**src/mie_pkg.sv**
```systemverilog
// ----------------------------------------------------------------------------
// mie_pkg: shared types, constants and functions of the MLP inference engine
// Holds the item layout, operation and register codes, saturation and the
// tanh lookup table that is built at elaboration.
// ----------------------------------------------------------------------------
`default_nettype none

package mie_pkg;

  localparam int MAX_LAYERS   = 4;
  localparam int MAX_WIDTH    = 64;
  localparam int DATA_WIDTH   = 16;
  localparam int TANH_ENTRIES = 256;
  localparam int FRAC_BITS    = 12;
  localparam int ACC_WIDTH    = 40;
  localparam int FIFO_DEPTH   = 4;

  localparam int LW = $clog2(MAX_LAYERS);
  localparam int AW = $clog2(MAX_WIDTH);
  localparam int CW = $clog2(MAX_WIDTH + 1);
  localparam int TW = $clog2(TANH_ENTRIES);

  // Operation codes of an input item.
  typedef enum logic [2:0] {
    OP_WEIGHT  = 3'd0,
    OP_BIAS    = 3'd1,
    OP_MEAN    = 3'd2,
    OP_INV     = 3'd3,
    OP_FEATURE = 3'd4
  } op_t;

  // Configuration register indexes.
  typedef enum logic [2:0] {
    CFG_LAYER_COUNT = 3'd0,
    CFG_INPUT_WIDTH = 3'd1,
    CFG_HIDDEN1     = 3'd2,
    CFG_HIDDEN2     = 3'd3,
    CFG_HIDDEN3     = 3'd4,
    CFG_OUTPUT      = 3'd5,
    CFG_TANH_MASK   = 3'd6
  } cfg_idx_t;

  // One classified item as it travels through the queue.
  typedef struct packed {
    op_t                           op;
    logic [LW-1:0]                 lay;
    logic [AW-1:0]                 row;
    logic [AW-1:0]                 col;
    logic signed [DATA_WIDTH-1:0]  value;
  } item_t;

  typedef logic signed [DATA_WIDTH-1:0] tanh_lut_t [TANH_ENTRIES];

  // Clamp a wide signed value to the data range.
  function automatic logic signed [DATA_WIDTH-1:0] saturate(
    input logic signed [ACC_WIDTH-1:0] v
  );
    logic signed [ACC_WIDTH-1:0] hi;
    logic signed [ACC_WIDTH-1:0] lo;
    hi = ACC_WIDTH'((longint'(1) <<< (DATA_WIDTH - 1)) - 1);
    lo = -hi - ACC_WIDTH'(1);
    if (v > hi) return hi[DATA_WIDTH-1:0];
    if (v < lo) return lo[DATA_WIDTH-1:0];
    return v[DATA_WIDTH-1:0];
  endfunction

  // Quotient of two non-negative values by shift and subtract.
  function automatic longint udiv(input longint a, input longint b);
    longint q;
    longint r;
    q = 0;
    r = 0;
    for (int k = 62; k >= 0; k--) begin
      r = (r <<< 1) | ((a >>> k) & 64'd1);
      q = q <<< 1;
      if (r >= b) begin
        r = r - b;
        q = q | 64'd1;
      end
    end
    return q;
  endfunction

  // Magnitude of tanh for table step mag, Q30 exponent series, Q12 result.
  function automatic longint tanh_mag(input longint mag);
    longint one;
    longint c;
    longint y16;
    longint n;
    longint rq;
    longint p;
    longint term;
    longint s;
    longint num;
    longint den;
    longint r;
    longint hi;
    one = longint'(1) <<< 30;
    c   = 947573834;
    y16 = (mag <<< (DATA_WIDTH + 5)) >>> TW;
    n   = y16 >>> 13;
    rq  = (y16 & 64'h1FFF) <<< 14;
    p   = one;
    s   = one;
    if (n >= 256) begin
      p = 0;
    end else begin
      for (longint i = 0; i < n; i++) p = (p * c) >>> 30;
      term = ((one * rq) >>> 30);
      s = s - term;
      term = udiv((term * rq) >>> 30, 2);
      s = s + term;
      term = udiv((term * rq) >>> 30, 3);
      s = s - term;
      term = udiv((term * rq) >>> 30, 4);
      s = s + term;
      term = udiv((term * rq) >>> 30, 5);
      s = s - term;
      p = (p * s) >>> 30;
    end
    num = one - p;
    den = one + p;
    r   = udiv(num * (longint'(1) <<< (FRAC_BITS + 1)) + den, 2 * den);
    hi  = (longint'(1) <<< (DATA_WIDTH - 1)) - 1;
    if (r > hi) r = hi;
    return r;
  endfunction

  // Full odd table, indexed by the top bits of the offset value.
  function automatic tanh_lut_t build_tanh();
    tanh_lut_t t;
    for (int k = 0; k < TANH_ENTRIES; k++) begin
      if (k >= TANH_ENTRIES / 2)
        t[k] = DATA_WIDTH'(tanh_mag(longint'(k - TANH_ENTRIES / 2)));
      else
        t[k] = DATA_WIDTH'(-tanh_mag(longint'(TANH_ENTRIES / 2 - k)));
    end
    return t;
  endfunction

  localparam tanh_lut_t TANH_LUT = build_tanh();

  // Clamp a 7-bit width register to 1..MAX_WIDTH.
  function automatic logic [CW-1:0] clamp_width(input logic [6:0] w);
    if (w == 7'd0) return CW'(1);
    if (w > 7'(MAX_WIDTH)) return CW'(MAX_WIDTH);
    return CW'(w);
  endfunction

endpackage

`default_nettype wire

```
**src/mie_fifo.sv**
```systemverilog
// ----------------------------------------------------------------------------
// mie_fifo: short item queue between front and back
// A few entries of registers with read and write pointers and a fill count.
// ----------------------------------------------------------------------------
`default_nettype none

module mie_fifo
  import mie_pkg::*;
(
  input  wire logic  clk,
  input  wire logic  rst_n,
  input  wire logic  push,
  input  wire item_t push_data,
  output logic       full,
  input  wire logic  pop,
  output item_t      pop_data,
  output logic       empty
);

  localparam int PW = $clog2(FIFO_DEPTH);
  localparam int NW = $clog2(FIFO_DEPTH + 1);

  item_t          mem_r [FIFO_DEPTH];
  logic [PW-1:0]  wp_r, wp_nxt;
  logic [PW-1:0]  rp_r, rp_nxt;
  logic [NW-1:0]  cnt_r, cnt_nxt;
  logic           do_push, do_pop;

  assign full     = (cnt_r == NW'(FIFO_DEPTH));
  assign empty    = (cnt_r == '0);
  assign do_push  = push && !full;
  assign do_pop   = pop && !empty;
  assign pop_data = mem_r[rp_r];

  // Pointer and count update.
  always_comb begin
    wp_nxt  = do_push ? PW'(wp_r + PW'(1)) : wp_r;
    rp_nxt  = do_pop ? PW'(rp_r + PW'(1)) : rp_r;
    cnt_nxt = cnt_r + NW'(do_push) - NW'(do_pop);
  end

  always_ff @(posedge clk) begin
    if (!rst_n) begin
      wp_r  <= '0;
      rp_r  <= '0;
      cnt_r <= '0;
    end else begin
      wp_r  <= wp_nxt;
      rp_r  <= rp_nxt;
      cnt_r <= cnt_nxt;
    end
  end

  // Entry storage.
  always_ff @(posedge clk) begin
    if (do_push) mem_r[wp_r] <= push_data;
  end

  a_count_bound: assert property (@(posedge clk) disable iff (!rst_n)
    cnt_r <= NW'(FIFO_DEPTH)) else $error("queue count overflow");
  a_pop_moves: assert property (@(posedge clk) disable iff (!rst_n)
    (do_pop && !do_push) |=> (cnt_r == $past(cnt_r) - NW'(1)))
    else $error("queue pop lost");
  a_push_moves: assert property (@(posedge clk) disable iff (!rst_n)
    (do_push && !do_pop) |=> (cnt_r == $past(cnt_r) + NW'(1)))
    else $error("queue push lost");

endmodule

`default_nettype wire

```
**config.mk**
```make
export PLATFORM = sky130hd
export DESIGN_NAME = mie_fifo
export DESIGN_NICKNAME = d
export VERILOG_FILES = /design/src/mie_pkg.sv /design/src/mie_fifo.sv
export SDC_FILE = /design/constraint.sdc
export NUM_CORES = 1
export LEC_CHECK = 0
export ABC_AREA = 1
export BUFFER_PORTS_ARGS = -buffer_cell sky130_fd_sc_hd__buf_2
export CORE_AREA = 2 2 102 104
export CTS_CLUSTER_SIZE = 40
export DETAILED_ROUTE_END_ITERATION = 8
export DIE_AREA = 0 0 104 106
export PLACE_DENSITY = 0.88
export SYNTH_ARGS = -nofsm -noshare
export SYNTH_HDL_FRONTEND = slang
export SYNTH_SLANG_ARGS = --single-unit
```
**constraint.sdc**
```tcl
create_clock -name clk -period 4.56 [get_ports clk]
set_input_delay 0.684 -clock clk [delete_from_list [all_inputs] [get_ports clk]]
set_output_delay 0.684 -clock clk [all_outputs]
set_load 0.005 [all_outputs]
```
* Word level (Yosys, flattened, before mapping)
Memories as Yosys holds them, arrays and structs flattened. A register that Yosys moved wholly into a read port is not among the register bits. Cells that the tools add are included.
Storage, ports and cells: register bits 7, RAM bits 132, bits of input ports 37, logic and storage cells 18, memories kept 1
Memory list:
- mem_r | words 4, width 33, rd ports 1, clocked after Yosys merged registers in 1, write ports 1, line mie_fifo.sv:23 | item_t mem_r [FIFO_DEPTH];
Operators by class: add/subtract/negate cells 4, eq/ne operators 1, muxes and demuxes 4, reduce and logical (&&, ||, !) cells 5
Operators by type and width (number):
- 2-bit by 1-bit adder with 2-bit output, second input constant | 2
- 2-bit two-way mux | 2
- 3-bit by 1-bit adder with 3-bit output | 1
- 3-bit equality test, second input constant | 1
- 3-bit logical NOT | 1
- 3-bit by 1-bit subtractor with 3-bit output | 1
- 1-bit logical AND | 2
- 1-bit logical NOT | 2
- 1-bit two-way mux | 2

* Longest topological paths before layout
Gate-level depths: netlist of the first run.
depth after elaboration 5, depth in mapped cells 11, gate-level depth less buffers 11

* Least setup slack after synthesis of the first run
No wires, ideal clock.
path kind in2reg, start point input port push, end point memory mem_r[0][0] (netlist bit), enable pin, library setup time 0.423 ns, arrival 2.199 ns, required time 4.137 ns, setup slack 1.938 ns, stages on the path 2, path through nand2_1 nor2_1
Between the ends: longest elaborated chain between the ends 3
Ends and longest elaborated chain:
- start, declared | line mie_fifo.sv:12 | input wire logic push,
- 1-bit logical AND | line mie_fifo.sv:31 | assign do_push = push && !full;
- 1-bit two-way mux | line mie_fifo.sv:56 | if (do_push) mem_r[wp_r] <= push_data;
- 1-bit two-way mux (implied by the code) | line mie_fifo.sv:56
- end, declared | line mie_fifo.sv:23
No other way between the ends.

==> results of run 1 <==
-- final timing paths --
check | slack (ns) | endpoint | depth (start not counted) | from
max | 1.23 | pop_data[6] | 5 | flip-flop
min | 0.37 | mem_r[0][1] | 1 | push_data[1]
min reg2reg | 0.50 | rp_r[0] | 2 | rp_r[0]
max reg2reg | 2.39 | mem_r[1][28] | 4 | cnt_r[1]
-- flip-flops by register name, summed over array words and instances, names as in the netlist, named ones only --
name / cells
mem_r: 132
cnt_r: 3
wp_r: 2
rp_r: 2
-- kinds of logic (layout without fill, tap and decap cells) --
kind of cell / Yosys count / after routing / synth area share
buf+inv: 39 / 124 / 0.0438
simple gates: 96 / 96 / 0.0676
fa+ha+maj: 7 / 7 / 0.0176
compound gates: 104 / 104 / 0.104
flops: 141 / 141 / 0.767
other cells: 0 / 1 / 0
-- final cells by class --
type                    count  share of cell area
inverters                  19              0.0112
diodes                      1            0.000392
well taps                 136              0.0267
multi-input cells         207               0.165
repair buffers             73              0.0580
flip-flops and latches    141               0.649
clock inverters            15              0.0247
clock buffers              17              0.0649
-- Yosys cell counts --
cell type    n  share of area
a21oi_1      5         0.0046
buf_2        7         0.0065
buf_6        9          0.019
buf_8        1         0.0028
clkbuf_1     1        0.00069
clkbuf_2     2         0.0019
dfxtp_1      9          0.033
edfxtp_1   132           0.73
fa_1         1         0.0037
ha_1         6          0.014
inv_1       17          0.012
inv_2        2         0.0014
nand2_1     14         0.0097
nand3_1      4         0.0037
nor2_1      78          0.054
o21ai_0     48          0.044
o21ai_1     18          0.017
o22ai_1     33          0.038
-- metrics by stage --
step / cell area [µm²] / utilization / std cells
CTS: 6380 / 0.638 / 608
finish: 6380 / 0.638 / 609
floorplan: 5400 / - / 387
detailed placement: 5810 / 0.581 / 576
global route: 6380 / 0.638 / 609
global placement: 5810 / 0.581 / 576
-- layer usage --
layer,track usage,wire [µm],part of all wire
met1,0.232,4280,0.41
met2,0.332,5470,0.52
met3,0.0576,711,0.067
met4,0.0840,86,0.0082
met5,0,0,0
-- power groups by stage --
stage / logic [mW] / clock network, mW / registers, mW
after floorplan: 0.496 / 0 / 1.64
after global placement: 0.716 / 0 / 1.64
after detailed placement: 0.749 / 0 / 1.65
after CTS: 0.755 / 1.33 / 1.62
after global routing: 0.847 / 1.38 / 1.63
final: 0.749 / 1.31 / 1.62
-- worst max-delay path: stages (launching register included) --
cell and delay, ns:
dfxtp_2 0.31, buf_4 0.52, inv_2 0.59, o21ai_0 0.41
o22ai_1 0.13, buf_2 0.15
==> results.md, run 1 <==
- Multi-input gate area: 1050 µm²
- Post-CTS Resized: 0
- Die width: 104 µm
- WP data required: 3.88 ns
- CTS Buf Count: 17
- I/O pin count: 72
- Comb power frac: 0.203
- Final Power: 3.68 mW
- Post-synthesis cell area: 5400 µm²
- Slew of the pin with the lowest slew margin: 1.07 ns
- Clock power frac: 0.356
- Final Setup Violations: 0
- Worst VDD drop: 0.316 mV
- Status: complete, no violations
- Layout cells sized above 1: 0.237
- Largest net degree at the start of global routing: 68
- Die area: 11000 µm²
- Vias in the first global route: 3268
- Nets@finish: 503
- Clock skew: 0.00495 ns
- Row cnt: 37
- Die H: 106 µm
- Area Growth Syn to Fin: 18.2%
- Switching portion of total power: 0.308
- Seq/Total Area, Yosys: 0.767
- Yosys warnings: 0
- DR vias/cell: 5.45
- Final Hold Viols: 0
- Post-synthesis cell type count: 18
- WP data arrival: 2.65 ns
- Cell Int Power: 2.55 mW
- DRT antenna net count: 0
- Period utilisation layout: 0.730
- Most frequent cells in the layout: edfxtp_1, nor2_1, buf_2
- DP Wirelength: 5.83 mm
- CTS Root Cell: clkbuf_8
- CP Capture Type: primary output
- Hold_ws: 0.373 ns
- Clk Latency, worst-skew pair: 0.52 ns
- DR pass1 iterations: 4
- Yosys reg bits: 141
- Core area: 10000 µm²
- Postcts setup bufs: 0
- Final WS setup: 1.23 ns
- Slew headroom: 0.283
- Aggregate global-route resource usage: 0.195
- MaxCap Viol Count: 0
- Drt initial violations: 262
- Critical path class: flip-flop to primary output
- PortBufs: 71
- Net Count, Synth: 431
- Crit start category: flip-flop
- Routed via count: 3322
- P per Cell Area: 577 nW/µm²
- Pleak: 2.33 nW
- Routed wire length: 10.5 mm
- Fmax: 300 MHz
- Initial antenna violation count: 1
- Hold buffers post-CTS: 0
- Layout fillers: 728
- Clk slew on worst S/H paths: 0.07 ns
- TNS Setup: 0 ns
- Post-route minimum period: 3.33 ns
- Hold WC Path Type: primary input to flip-flop
- P_sw: 1.14 mW
- Clock Tree Buf Depth: 2
- Max-slew violations: 0
- CP Max Fanout: 67
- Synthesized instance count: 387
- Routability cong.: 0.733
- Grt ovf: 0
- Post-route DRC: 0
- # H-tree levels: 4
- Commonest non-fill, non-tap cell in the layout: edfxtp_1
- Seq pwr share: 0.440
- RSZ-0062 raised after global routing: no
- Clock sinks: 141
- Routed wire per std cell: 17.3 µm
- CTS tree: built
- Mean Syn Cell Area: 14.0 µm²
- FF/Latch Area: 4150 µm²
- Starting Density: 0.540
- Setup WS pre-CTS: 1.83 ns
- Global-route wire length before repair: 16.1 mm
Power figures use the tool's default switching activity.
==> run 2, diff against run 1 <==
clock period = 3.17 ns   (was 4.56 ns; I/O delays follow)
==> run 2 against run 1 <==
Clock power up 66%. Combinational power up 44%. Sequential cell count unchanged. Total power up 52%. Count of clock-buffer cells in the layout up 1. Non-clock buffer count up 5. Largest power group unchanged. Global-route usage up 0.93 points.
==> results.md, run 2 (synthesis results as in run 1) <==
- Status: complete, no violations
- Clock skew: 0.00585 ns
- Initial antenna violation count: 0
- Slew of the pin with the lowest slew margin: 1.06 ns
- Postcts setup bufs: 0
- Hold buffers post-CTS: 0
- Largest net degree at the start of global routing: 67
- Die H: 106 µm
- Clock sinks: 141
- Switching portion of total power: 0.270
- Global-route wire length before repair: 16.9 mm
- Comb power frac: 0.193
- Fmax: 376 MHz
- Die width: 104 µm
- Final Setup Violations: 0
- Clock Tree Buf Depth: 2
- Worst VDD drop: 0.593 mV
- Fin cells: 613
- # H-tree levels: 4
- Register-to-register setup slack: 0.99 ns
- Die area: 11000 µm²
- DRT antenna net count: 0
- WP data arrival: 2.18 ns
- TNS Setup: 0 ns
- MaxCap Viol Count: 0
- Min-delay src: push_data[26]
- Reg2Reg Launch Point: cnt_r[1]
- CTS Buf Count: 17
- Nets@finish: 508
- Routability cong.: 0.712
- Crit-path max cell delay: 0.45 ns
- Cell Int Power: 4.09 mW
- CTS tree: built
- Core area: 10000 µm²
- Clk Latency, worst-skew pair: 0.52 ns
- Post-route minimum period: 2.66 ns
- WP data required: 2.69 ns
- DR pass1 iterations: 5
- Worst Hold Depth: 1
- Starting Density: 0.540
- CP max stage cell: buf_4
- Final Hold Viols: 0
- Clock power frac: 0.389
- Diode count: 0
- Seq pwr share: 0.418
- Grt ovf: 0
- Vias in the first global route: 3343
- CTS Root Cell: clkbuf_8
- Layout cells sized above 1: 0.241
- Aggregate global-route resource usage: 0.204
- Final Cell Area: 6500 µm²
- Largest register FFs: 132
- Critical path cell sequence: inv_2, buf_4, o21ai_0, o22ai_1, buf_2
- DP Wirelength: 6.42 mm
- Hold WC Path Type: primary input to flip-flop
- Max-slew violations: 0
- Area Growth Syn to Fin: 20.4%
- Routed via count: 3343
- DR vias/cell: 5.45
- Crit start category: flip-flop
- Most frequent cells in the layout: edfxtp_1, nor2_1, buf_2
- Post-CTS Resized: 0
- P_sw: 1.51 mW
- Drt initial violations: 222
- P per Cell Area: 862 nW/µm²
- Row cnt: 37
- Clk slew on worst S/H paths: 0.06 ns
- Register-to-Register Path Depth: 9
- Post-route DRC: 0
- Critical path class: flip-flop to primary output
- Pleak: 2.39 nW
- Top flop regs: mem_r (132), cnt_r (3)
- Commonest non-fill, non-tap cell in the layout: edfxtp_1
- CP Max Fanout: 42
- Period utilisation layout: 0.838
- I/O pin count: 72
- PortBufs: 71
- Routed wire length: 10.8 mm
- CP Capture Type: primary output
- Biggest register: mem_r
- DP Cell Count: 581
- RSZ-0062 raised after global routing: no
- Post-Place Cell Area: 5850 µm²
- Routed wire per std cell: 17.5 µm
- Slew headroom: 0.291
## run 2: cell types whose count changed in the layout (fill, tap and decap cells not counted), sizes merged
cell	previous run	this run
clkinv	0	5
diode	1	0
clkbuf	17	18
inv	33	21
buf	73	78
bufinv	0	6
## run 2: metal layers
metal  wire [µm]  global-route usage  vias up
met5           0                   0        -
met4          95              0.0627        0
met3         530              0.0632       13
met2        5630               0.350      109
met1        4490               0.250     1642
li1            -                   -     1579
## run 2: area by class of cell
type | count | area [µm²]
Inverter | 19 | 71.3
Timing Repair Buffer | 78 | 408
Clock buffer | 18 | 418
Fill cell | 708 | 3490
Sequential cell | 141 | 4150
Multi-Input combinational cell | 207 | 1050
Clock inverter | 14 | 240
Tap cell | 136 | 170
## run 2: power groups by stage
stage	Combinational, mW	Sequential [mW]	Clock (mW)
2_1_floorplan	0.714	2.36	0
5_1_grt	1.21	2.36	2.28
3_3_place_gp	1.04	2.37	0
6_report	1.08	2.35	2.18
3_5_place_dp	1.08	2.38	0
4_1_cts	1.09	2.35	2.21
## run 2: final timing paths
check / endpoint
max: pop_data[31]
min: mem_r[3][26]
max reg2reg: cnt_r[2]
min reg2reg: flip-flop
## run 2: through the flow
| step | setup WS, ns | power (mW) | util | hold slack (ns) |
|---|---|---|---|---|
| 6_report | 0.513 | 5.61 | 0.651 | 0.174 |
| 5_1_grt | 0.393 | 5.86 | 0.651 | 0.150 |
| 4_1_cts | 0.485 | 5.65 | 0.651 | 0.151 |
| 3_5_place_dp | 0.969 | 3.47 | 0.585 | 0.489 |
| 3_3_place_gp | 1.05 | 3.41 | 0.585 | 0.465 |
| 2_1_floorplan | 0.695 | 3.08 | - | 0.448 |
## run 2: critical path: cells and delay by family, from the launching register on
| kind | cells | cell delay [ns] |
|---|---|---|
| AOI/OAI and AO/OA | 2 | 0.41 |
| buffers and inverters | 3 | 0.91 |
| DFF | 1 | 0.33 |
==> run 3, diff against run 2 <==
CORE_AREA = 2 2 106 108   (was 2 2 102 104)
DIE_AREA = 0 0 108 110   (was 0 0 104 106)
PLACE_DENSITY = 0.86   (was 0.88)
clock period = 2.25 ns   (was 3.17 ns; I/O delays follow)
==> run 3 against run 2 <==
Wire length increased by 1.5%. First-iteration DRC count grew 100%. Die area up 7.8%. Largest power group unchanged. Via count up 3.3%. Count of clock-buffer cells in the layout grew 1. Clock power increased by 22%. Final area is 0.31% higher. Critical path type unchanged. Worst hold slack worse by 0.14 ns. Sequential cell count did not move. Highest routed layer unchanged.
==> results.md, run 3 (synthesis results as in run 1) <==
- CP Capture Type: primary output
- WP data required: 1.91 ns
- Worst R2R End: cnt_r[2]
- Core area: 10700 µm²
- Min-delay src: push_data[13]
- Clock sinks: 141
- Biggest register: mem_r
- Register-to-Register Path Depth: 10
- DR pass1 iterations: 5
- Layout fillers: 806
- WP data arrival: 1.84 ns
- Hold Crit Endpoint: mem_r[3][13]
- Vias in the first global route: 3456
- Initial antenna violation count: 0
- Layout cells sized above 1: 0.246
- Largest net degree at the start of global routing: 67
- Hold WC Path Type: primary input to flip-flop
- Final Setup Violations: 0
- Core Util, Final: 0.610
- Die width: 108 µm
- Die area: 11900 µm²
- Status: complete, no violations
- MaxCap Viol Count: 0
- Clock Tree Buf Depth: 2
- Post-route minimum period: 2.18 ns
- Reg2Reg Launch Point: cnt_r[1]
- Critical path class: flip-flop to primary output
- Clock power frac: 0.349
- DRT antenna net count: 0
- Routed wire per std cell: 17.6 µm
- Die H: 110 µm
- Switching portion of total power: 0.279
- Aggregate global-route resource usage: 0.194
- Hold buffers post-CTS: 0
- CTS tree: built
- Fmax: 458 MHz
- Post-route DRC: 0
- Diode count: 0
- Final Power: 7.60 mW
- Max-slew violations: 0
- # H-tree levels: 4
- Final WS setup: 0.0683 ns
- Register-to-register setup slack: 0.29 ns
- Routed wire length: 10.9 mm
- Most frequent cells in the layout: edfxtp_1, nor2_1, buf_2
- P per Cell Area: 1170 nW/µm²
- Commonest non-fill, non-tap cell in the layout: edfxtp_1
- RSZ-0062 raised after global routing: yes
- Clk slew on worst S/H paths: 0.06 ns
- CP Max Fanout: 46
- Routability cong.: 0.760
- DP Wirelength: 6.49 mm
- Setup WS pre-CTS: 0.278 ns
- Postcts setup bufs: 0
- CTS Root Cell: clkbuf_8
- Final Hold Viols: 0
- Routed via count: 3452
- Period utilisation layout: 0.970
- Global-route wire length before repair: 17.0 mm
- PortBufs: 71
- Slew headroom: 0.765
- CTS Buf Count: 17
- Drt initial violations: 444
- Row cnt: 38
- Area Growth Syn to Fin: 20.8%
- Pleak: 2.39 nW
- I/O pin count: 72
- Crit start category: flip-flop
- Clk Latency, worst-skew pair: 0.52 ns
- Cell Int Power: 5.48 mW
- Comb power frac: 0.216
- Clock skew: 0.00352 ns
- Grt ovf: 0
- Largest register FFs: 132
- P_sw: 2.12 mW
- Hold_ws: 0.0374 ns
- Seq pwr share: 0.434
- Starting Density: 0.505
- Slew of the pin with the lowest slew margin: 0.352 ns
- Worst VDD drop: 0.612 mV
- DR vias/cell: 5.58
- Worst Hold Depth: 1
- Nets@finish: 511
- Top flop regs: mem_r (132), cnt_r (3)
## run 3: cell types whose count changed in the layout (fill, tap and decap cells not counted), moves of 2 or more
cell,previous run,this run
buf_12,0,4
clkinv_2,1,5
bufinv_16,6,3
buf_4,7,5
inv_2,2,0
inv_4,0,2
inv_6,2,0
## run 3: how the worst max path moves through the flow
stage | startpoint | to | slack [ns] | cells past startpoint
after floorplan | cnt_r[1] | mem_r[0][0] | -0.22 | 4
after global placement | cnt_r[1] | cnt_r[2] | 0.42 | 10
after detailed placement | cnt_r[1] | cnt_r[2] | 0.28 | 10
after CTS | flip-flop | pop_data[30] | 0.04 | 4
after global routing | flip-flop | pop_data[32] | -0.05 | 5
final | flip-flop | pop_data[32] | 0.07 | 5
## run 3: stage by stage
stage,TNS (ns),instances,area [µm²]
after floorplan,-29.67,387,5400
after detailed placement,0,588,5920
after global placement,0,588,5920
final,0,619,6530
after global routing,-0.0617,619,6530
after CTS,0,619,6510
## run 3: critical path, stage by stage, from the launching register on
cell and delay (ns):
dfxtp_2 0.35, inv_4 0.20, buf_16 0.24, o21ai_0 0.12
o22ai_1 0.23, buf_2 0.17
## run 3: what timing repair did
item / CTS / global route
gates resized for setup: 4 / 3
endpoints found under the setup margin: 18 / 3
gates cloned: 0 / 0
## run 3: power by group through the flow
| stage | clock network (mW) | registers (mW) | logic (mW) |
|---|---|---|---|
| floorplan | 0 | 3.33 | 1.01 |
| global placement | 0 | 3.32 | 1.55 |
| detailed placement | 0 | 3.35 | 1.61 |
| CTS | 2.69 | 3.30 | 1.64 |
| global route | 2.80 | 3.33 | 1.85 |
| finish | 2.66 | 3.30 | 1.64 |
## run 3: layer usage
metal / GRT usage / up-vias / wire length (µm)
met5: 0 / - / 0
met4: 0.0705 / 0 / 176
met3: 0.0623 / 16 / 831
met2: 0.324 / 155 / 5460
met1: 0.239 / 1698 / 4450
li1: - / 1583 / -
## run 3: cell type report
| cell class | count | area, µm² | area share |
|---|---|---|---|
| flip-flops and latches | 141 | 4150 | 0.635 |
| multi-input cells | 207 | 1060 | 0.162 |
| repair buffers | 81 | 500 | 0.0767 |
| clock buffers | 19 | 422 | 0.0646 |
| well taps | 140 | 175 | 0.0268 |
| clock inverters | 12 | 148 | 0.0226 |
| inverters | 19 | 76.3 | 0.0117 |
